==> config.mk <==
export PLATFORM = sky130hd
export DESIGN_NAME = iso2022kr_to_euckr_converter_top
export DESIGN_NICKNAME = d
export VERILOG_FILES = /design/src/i2ke_pkg.sv /design/src/i2ke_decode.sv /design/src/iso2022kr_to_euckr_converter_top.sv
export SDC_FILE = /design/constraint.sdc
export NUM_CORES = 1
export LEC_CHECK = 0
export ABC_CLOCK_PERIOD_IN_PS = 5400
export BUFFER_PORTS_ARGS = -buffer_cell sky130_fd_sc_hd__buf_4
export CAP_MARGIN = 10
export CORE_MARGIN = 4
export CORE_UTILIZATION = 25
export CTS_BUF_LIST = sky130_fd_sc_hd__clkbuf_16
export CTS_CLUSTER_SIZE = 30
export DETAILED_ROUTE_END_ITERATION = 8
export GPL_ROUTABILITY_DRIVEN = 0
export GPL_TIMING_DRIVEN = 0
export PLACE_DENSITY_LB_ADDON = 0.15
export SLEW_MARGIN = 20
export SYNTH_ARGS = -nofsm -noshare
export SYNTH_HDL_FRONTEND = slang
export SYNTH_SLANG_ARGS = --single-unit
==> constraint.sdc <==
create_clock -name clock -period 5.4 [get_ports clock]
set_input_delay 1.08 -clock clock [delete_from_list [all_inputs] [get_ports clock]]
set_output_delay 1.08 -clock clock [all_outputs]
set_load 0.02 [all_outputs]
==> src/i2ke_pkg.sv <==
// shared types, constants and the per-byte conversion rule of the iso-2022-kr converter
package i2ke_pkg;

   localparam logic [7:0] CHAR_ESC    = 8'h1B;
   localparam logic [7:0] CHAR_SO     = 8'h0E;
   localparam logic [7:0] CHAR_SI     = 8'h0F;
   localparam logic [7:0] CHAR_SPACE  = 8'h20;
   localparam logic [7:0] CHAR_DOLLAR = 8'h24;
   localparam logic [7:0] CHAR_RPAREN = 8'h29;
   localparam logic [7:0] HIGH_BIT    = 8'h80;
   localparam logic [7:0] LOW_MASK    = 8'h7F;
   localparam logic [7:0] LEAD_LO     = 8'hA1;
   localparam logic [7:0] LEAD_HI     = 8'hFE;

   // designator ESC $ ) C, entry 0 first
   localparam logic [3:0][7:0] ESC_SEQ = {8'h43, CHAR_RPAREN, CHAR_DOLLAR, CHAR_ESC};

   localparam int unsigned MAX_WORDS = 4;

   typedef struct packed {
      logic       shift_active;
      logic [1:0] escape_progress;
      logic       pair_waiting;
      logic       pair_is_shifted;
      logic [7:0] held_lead;
   } conv_state_type;

   // words of one rule application, b0 goes out first
   typedef struct packed {
      conv_state_type st;
      logic [1:0]     count;
      logic [7:0]     b1;
      logic [7:0]     b0;
   } step_result_type;

   // words caused by one input byte, entry 0 goes out first
   typedef struct packed {
      logic [2:0]                     count;
      logic [MAX_WORDS-1:0][7:0]      words;
   } word_list_type;

   function automatic step_result_type handle_byte(conv_state_type st, logic [7:0] b,
                                                    logic allow_esc);
      step_result_type r;
      r       = '0;
      r.st    = st;
      if (st.pair_waiting) begin
         r.count = 2'd2;
         if (st.pair_is_shifted) begin
            r.b0 = st.held_lead | HIGH_BIT;
            r.b1 = b | HIGH_BIT;
         end else begin
            r.b0 = st.held_lead;
            r.b1 = b;
         end
         r.st.pair_waiting    = 1'b0;
         r.st.pair_is_shifted = 1'b0;
         r.st.held_lead       = '0;
      end else if (allow_esc && (b == CHAR_ESC)) begin
         r.st.escape_progress = 2'd1;
      end else if (b == CHAR_SO) begin
         r.st.shift_active = 1'b1;
      end else if (b == CHAR_SI) begin
         r.st.shift_active = 1'b0;
      end else if (st.shift_active) begin
         if (b == CHAR_SPACE) begin
            r.count = 2'd1;
            r.b0    = b;
         end else begin
            r.st.pair_waiting    = 1'b1;
            r.st.pair_is_shifted = 1'b1;
            r.st.held_lead       = b;
         end
      end else if (b inside {[LEAD_LO:LEAD_HI]}) begin
         r.st.pair_waiting    = 1'b1;
         r.st.pair_is_shifted = 1'b0;
         r.st.held_lead       = b;
      end else begin
         r.count = 2'd1;
         r.b0    = b & LOW_MASK;
      end
      return r;
   endfunction

   function automatic word_list_type append_words(word_list_type l, step_result_type r);
      word_list_type o;
      o = l;
      if ((r.count >= 2'd1) && (o.count < 3'(MAX_WORDS))) begin
         o.words[o.count[1:0]] = r.b0;
         o.count               = o.count + 3'd1;
      end
      if ((r.count >= 2'd2) && (o.count < 3'(MAX_WORDS))) begin
         o.words[o.count[1:0]] = r.b1;
         o.count               = o.count + 3'd1;
      end
      return o;
   endfunction

endpackage

==> src/i2ke_decode.sv <==
// conversion of one input byte: escape matching, replay of a broken escape, words out
module i2ke_decode import i2ke_pkg::*; (
   input  conv_state_type state_cur,
   input  logic [7:0]     byte_in,
   output conv_state_type state_next,
   output word_list_type  words_out
);

   always_comb begin
      step_result_type r;
      conv_state_type  st;
      word_list_type   l;
      logic [1:0]      held;
      r    = '0;
      st   = state_cur;
      l    = '0;
      held = state_cur.escape_progress;
      if (held == 2'd0) begin
         r  = handle_byte(st, byte_in, 1'b1);
         st = r.st;
         l  = append_words(l, r);
      end else if (byte_in == ESC_SEQ[held]) begin
         st.escape_progress = (held == 2'd3) ? 2'd0 : held + 2'd1;
      end else begin
         // broken match: replay held bytes, the held esc may not restart a match
         st.escape_progress = 2'd0;
         r  = handle_byte(st, CHAR_ESC, 1'b0);
         st = r.st;
         l  = append_words(l, r);
         if (held >= 2'd2) begin
            r  = handle_byte(st, CHAR_DOLLAR, 1'b1);
            st = r.st;
            l  = append_words(l, r);
         end
         if (held == 2'd3) begin
            r  = handle_byte(st, CHAR_RPAREN, 1'b1);
            st = r.st;
            l  = append_words(l, r);
         end
         r  = handle_byte(st, byte_in, 1'b1);
         st = r.st;
         l  = append_words(l, r);
      end
      state_next = st;
      words_out  = l;
   end

endmodule

==> src/iso2022kr_to_euckr_converter_top.sv <==
// top level of the iso-2022-kr to euc-kr byte stream converter
//
// Takes one ISO-2022-KR byte per input word and delivers the EUC-KR bytes it
// causes, zero to four words, with tlast on the last word caused by that input
// byte. An input byte is held in an input register and is converted
// combinationally into a small result buffer, whose words are sent in order.
// While every byte yields at most one word and the receiver is ready, one byte
// is taken and one word delivered per cycle. A byte that yields n words keeps
// the single output port busy until all n have left, and input is taken again
// once the last of them leaves. Bytes that yield nothing (SO, SI, escape bytes,
// lead bytes) produce no word and leave the output port free. Shift mode, a
// partial ESC $ ) C match and a pending lead byte are kept across any gap in the
// stream; they are never flushed on their own. No clearing pass is needed after reset.
module iso2022kr_to_euckr_converter_top import i2ke_pkg::*; (
   input  logic       clock,
   input  logic       reset,
   // input words
   input  logic       req_tvalid,
   output logic       req_tready,
   input  logic [7:0] req_tdata,   // [7:0] in_byte
   // result words
   output logic       rsp_tvalid,
   input  logic       rsp_tready,
   output logic [7:0] rsp_tdata,   // [7:0] out_byte
   output logic       rsp_tlast    // run_last
);

   // input register
   logic       in_valid_ff;
   logic [7:0] in_byte_ff;

   // conversion state
   conv_state_type state_ff;
   conv_state_type state_in;

   // result buffer: words of one input byte, sent in order
   logic                      out_valid_ff;
   logic [MAX_WORDS-1:0][7:0] out_words_ff;
   logic [1:0]                out_idx_ff;
   logic [1:0]                out_last_idx_ff;

   word_list_type words;
   logic          buf_free;
   logic          proc_fire;
   logic          rsp_fire;

   i2ke_decode u_decode (
      .state_cur  (state_ff),
      .byte_in    (in_byte_ff),
      .state_next (state_in),
      .words_out  (words)
   );

   assign rsp_tvalid = out_valid_ff;
   assign rsp_tdata  = out_words_ff[out_idx_ff];
   assign rsp_tlast  = (out_idx_ff == out_last_idx_ff);
   assign rsp_fire   = out_valid_ff & rsp_tready;

   // buffer can take the next byte's words when empty or its last word leaves now
   assign buf_free   = !out_valid_ff || (rsp_tready && rsp_tlast);
   assign proc_fire  = in_valid_ff & buf_free;
   assign req_tready = !in_valid_ff || proc_fire;

   always_ff @(posedge clock) begin
      if (reset) begin
         in_valid_ff     <= 1'b0;
         state_ff        <= '0;
         out_valid_ff    <= 1'b0;
         out_idx_ff      <= '0;
         out_last_idx_ff <= '0;
      end else begin
         if (req_tready) begin
            in_valid_ff <= req_tvalid;
         end
         if (proc_fire) begin
            state_ff <= state_in;
            if (words.count != 3'd0) begin
               out_valid_ff    <= 1'b1;
               out_idx_ff      <= '0;
               out_last_idx_ff <= 2'(words.count - 3'd1);
            end else begin
               out_valid_ff <= 1'b0;
            end
         end else if (rsp_fire) begin
            if (rsp_tlast) begin
               out_valid_ff <= 1'b0;
            end else begin
               out_idx_ff <= out_idx_ff + 2'd1;
            end
         end
      end
   end

   // payload registers
   always_ff @(posedge clock) begin
      if (req_tready) begin
         in_byte_ff <= req_tdata;
      end
      if (proc_fire) begin
         out_words_ff <= words.words;
      end
   end

endmodule

==> flow_summary.json <==
{
  "status": "complete, no violations",
  "routed_wl_um": 24040,
  "hpwl_um": 18610,
  "finalInstanceArea_um2": 6714,
  "async_flop_share_pct": 0,
  "start_kind": "flop",
  "cts_tree": "built",
  "grt_usage_pct": 18.44,
  "die_area_um2": 25310,
  "io_pins": 23,
  "die_h_um": 159.1,
  "synthDistinctLibCells": 90,
  "worstHoldStart": "out_last_idx_ff[1]",
  "crit_path_end_kind": "flop",
  "wl_per_cell_um": 24.21,
  "ys_ff_latch": 59,
  "htreeDepth": 3,
  "power.density_nw_per_um2": 195.7,
  "crit_required_ns": 5.57,
  "start_util_pct": 25.29,
  "syn_nets": 702,
  "drive_gt1_share_pct": 17.66,
  "fin_skew_ns": 0.004897,
  "ant_nets": 0,
  "antenna_found_initial": 0,
  "clockBufferDepth": 2,
  "dieWidth_um": 159.1,
  "n_antenna_cell": 0,
  "worst_ep_arrival_time_ns": 5.37,
  "syn_area_per_cell_um2": 8.622,
  "cp_max_fo": 10,
  "n_fill_cell": 2432,
  "clk_pin_slew_ns": 0.05,
  "portBuffers": 21,
  "cap_violations": 0,
  "cts.sinks": 59,
  "grt_overflow_total": 0,
  "fin_crit_sh_pct": 96.21,
  "leakage_uw": 0.002417,
  "root_buffer": "clkbuf_16",
  "nNetsFinal": 743,
  "firstDrtPassIters": 6,
  "synth_edf_count": 40,
  "reg2reg_slack_ns": 0.20,
  "r2r_cells": 20,
  "cts_buffers": 9,
  "ys_warn_count": 0,
  "relSlewSlack_pct": 27.20,
  "worstReg2RegStart": "state_ff[10]",
  "r2r_end": "out_words_ff[12]",
  "core_area_um2": 22570,
  "ys.flop_type": "edfxtp_1",
  "syn_area_um2": 5708,
  "path_class": "reg -> reg",
  "via_count": 6193,
  "finalMaxSlewViolations": 0,
  "postPlaceCellArea_um2": 6222,
  "tightest_slew_ns": 1.089,
  "max_freq_ghz": 0.1925,
  "fin_setup_tns_ns": 0,
  "irDropWorstVdd_v": 0.0001066,
  "hold_violations": 0,
  "syn_inst": 662,
  "cp-endpoint": "out_words_ff[12]",
  "core.rowCount": 55,
  "crit_start": "state_ff[10]",
  "final_util_pct": 29.74,
  "grt_pass1_wl_um": 36650,
  "setup_viol": 0,
  "period_needed_ns": 5.195,
  "area_growth_pct": 17.62,
  "drc_errors": 0,
  "hold_class": "reg -> reg",
  "clk-insertion-delay-late_ns": 0.35,
  "drt_iter0_drc": 858,
  "cts_hold_buf": 0,
  "grt_pass1_vias": 5840,
  "vias_per_cell": 6.237,
  "ys_seq_area_share_pct": 27.71,
  "grt_max_degree": 39
}
Yosys cell counts (all sizes together) (4+ instances only):
cell,number,area [um^2]
edfxtp,40,1201
a211oi,10,85.08
and3,9,56.30
a22oi,10,75.07
nor2,39,148.9
nand4,16,100.1
or3,6,37.54
nand2,45,168.9
ha,28,350.3
a31oi,9,56.30
a21oi,37,211.5
o211ai,17,132.6
and2,6,37.54
o2111ai,4,35.03
or4,4,30.03
nor3,20,126.4
a32o,8,80.08
o32ai,11,96.34
or2,5,31.28
nor3b,6,56.31
o22ai,4,25.02
o21ai,49,245.2
a211o,5,43.79
buf,18,90.08
or3b,4,35.04
o311ai,6,52.55
o211a,6,60.06
xnor2,4,35.03
a22o,4,35.03
nand3,30,155.1
mux4,8,180.2
o31ai,8,73.82
dfxtp,19,380.4
o221ai,6,52.55
a31o,4,35.03
o21a,10,75.07
mux2i,15,150.1
inv,25,93.84
nor4,6,37.54
nor2b,6,37.54
a21o,7,52.55
clkbuf,25,93.84
a221o,4,40.04
nand2b,8,50.05
layout by cell type (no fill, tap or decap), types with 5 or more instances in the layout:
| master | instances |
|---|---|
| buf_4 | 38 |
| o211ai_1 | 16 |
| mux2i_1 | 15 |
| nand2_1 | 45 |
| a211oi_1 | 8 |
| a21oi_1 | 34 |
| clkbuf_16 | 9 |
| nand2b_1 | 8 |
| o32ai_1 | 10 |
| nor3_1 | 16 |
| mux4_2 | 8 |
| nor3b_1 | 5 |
| a31oi_1 | 8 |
| o21ai_0 | 29 |
| nor2b_1 | 6 |
| and2_1 | 6 |
| o211a_1 | 6 |
| buf_2 | 11 |
| a22oi_1 | 10 |
| a211o_1 | 5 |
| a32o_1 | 7 |
| a21o_1 | 7 |
| or3_1 | 6 |
| nor2_1 | 38 |
| o21a_1 | 9 |
| nand3_1 | 29 |
| nand4_1 | 16 |
| o21ai_1 | 17 |
| o31ai_1 | 6 |
| o221ai_1 | 6 |
| edfxtp_1 | 40 |
| clkbuf_1 | 16 |
| nor4_1 | 6 |
| dfxtp_1 | 15 |
| and3_1 | 9 |
| ha_1 | 26 |
| inv_1 | 22 |
| o311ai_1 | 5 |
flip-flops by register name, indices dropped and copies added (netlist names):
| register | flops |
|---|---|
| out_words_ff | 32 |
| out_idx_ff | 2 |
| out_last_idx_ff | 2 |
| state_ff | 13 |
| in_byte_ff | 8 |
| in_valid_ff | 1 |
| rsp_tvalid | 1 |
cell type report:
| class | instances | area [um^2] | area share, % |
|---|---|---|---|
| multi-input cells | 533 | 3920 | 58.39 |
| inverters | 27 | 110.1 | 1.640 |
| flip-flops and latches | 59 | 1589 | 23.67 |
| repair buffers | 32 | 240.2 | 3.578 |
| clock buffers | 9 | 225.2 | 3.354 |
| well taps | 285 | 356.6 | 5.311 |
| plain buffers | 41 | 205.2 | 3.056 |
| clock inverters | 7 | 67.56 | 1.006 |
logic make-up (layout without fill, tap and decap cells):
family | after synthesis | count (layout) | synth area share [%]
multiplexers | 25 | 25 | 6.181
XOR/XNOR | 6 | 6 | 0.9206
adder cells (fa/ha/maj) | 28 | 28 | 6.138
AO/OA/AOI/OAI | 251 | 251 | 32.57
buffers and inverters | 70 | 116 | 4.998
AND/OR/NAND/NOR | 223 | 223 | 21.48
flip-flops | 59 | 59 | 27.71
worst min path at each step:
stage	end	slack, ns	cells after the start
finish	out_last_idx_ff[1]	0.52	1
global route	state_ff[10]	0.55	2
CTS	state_ff[10]	0.52	2
floorplan	state_ff[2]	0.47	1
global placement	in_valid_ff	0.49	2
detailed placement	out_last_idx_ff[1]	0.52	1
routing by layer:
| metal | part of all wire, % | global-route usage, % | up-vias |
|---|---|---|---|
| met5 | 0 | 0 | - |
| met4 | 4.9 | 8.481 | 0 |
| met3 | 7.5 | 3.365 | 88 |
| met2 | 44 | 27.98 | 347 |
| met1 | 44 | 25.48 | 3031 |
| li1 | - | - | 2727 |
stage by stage:
step / hold WS, ns / power, uW / cells / setup slack (ns)
5_1_grt: 0.5509 / 1366 / 993 / -0.001868
3_3_place_gp: 0.4899 / 734.5 / 968 / -1.490
6_report: 0.5221 / 1314 / 993 / 0.2049
2_1_floorplan: 0.4701 / 660.9 / 662 / 0.1625
4_1_cts: 0.5199 / 1316 / 984 / 0.01316
3_5_place_dp: 0.5174 / 734.7 / 968 / -1.499
worst max-delay path, cell delays in order, from the launching register on:
cell and delay, ns:
dfxtp_4 0.38, inv_1 0.08, ha_1 0.21, buf_4 0.17
buf_4 0.17, o21a_2 0.24, a21o_1 0.21, ha_1 0.30
or3_1 0.38, and2_1 0.17, ha_1 0.27, nand2_1 0.06
o22ai_1 0.09, a41o_2 0.31, ha_1 0.28, mux2_2 0.18
inv_1 0.07, ha_1 0.22, a21oi_2 0.38, or4b_1 0.60
o221ai_1 0.23
where the power goes:
| part | internal (uW) | leakage [uW] | switching, uW |
|---|---|---|---|
| Clock | 354 | 0.000139 | 218 |
| Combinational | 80.4 | 0.00173 | 147 |
| Sequential | 503 | 0.000549 | 11.7 |
| Total | 937 | 0.00242 | 376 |
what timing repair did:
action                     CTS  global route
buffers inserted             2             9
setup endpoints to repair   37            24
resized for setup           22            26
pin swaps                    0             1
No activity file was read; power rests on OpenSTA's default activity.
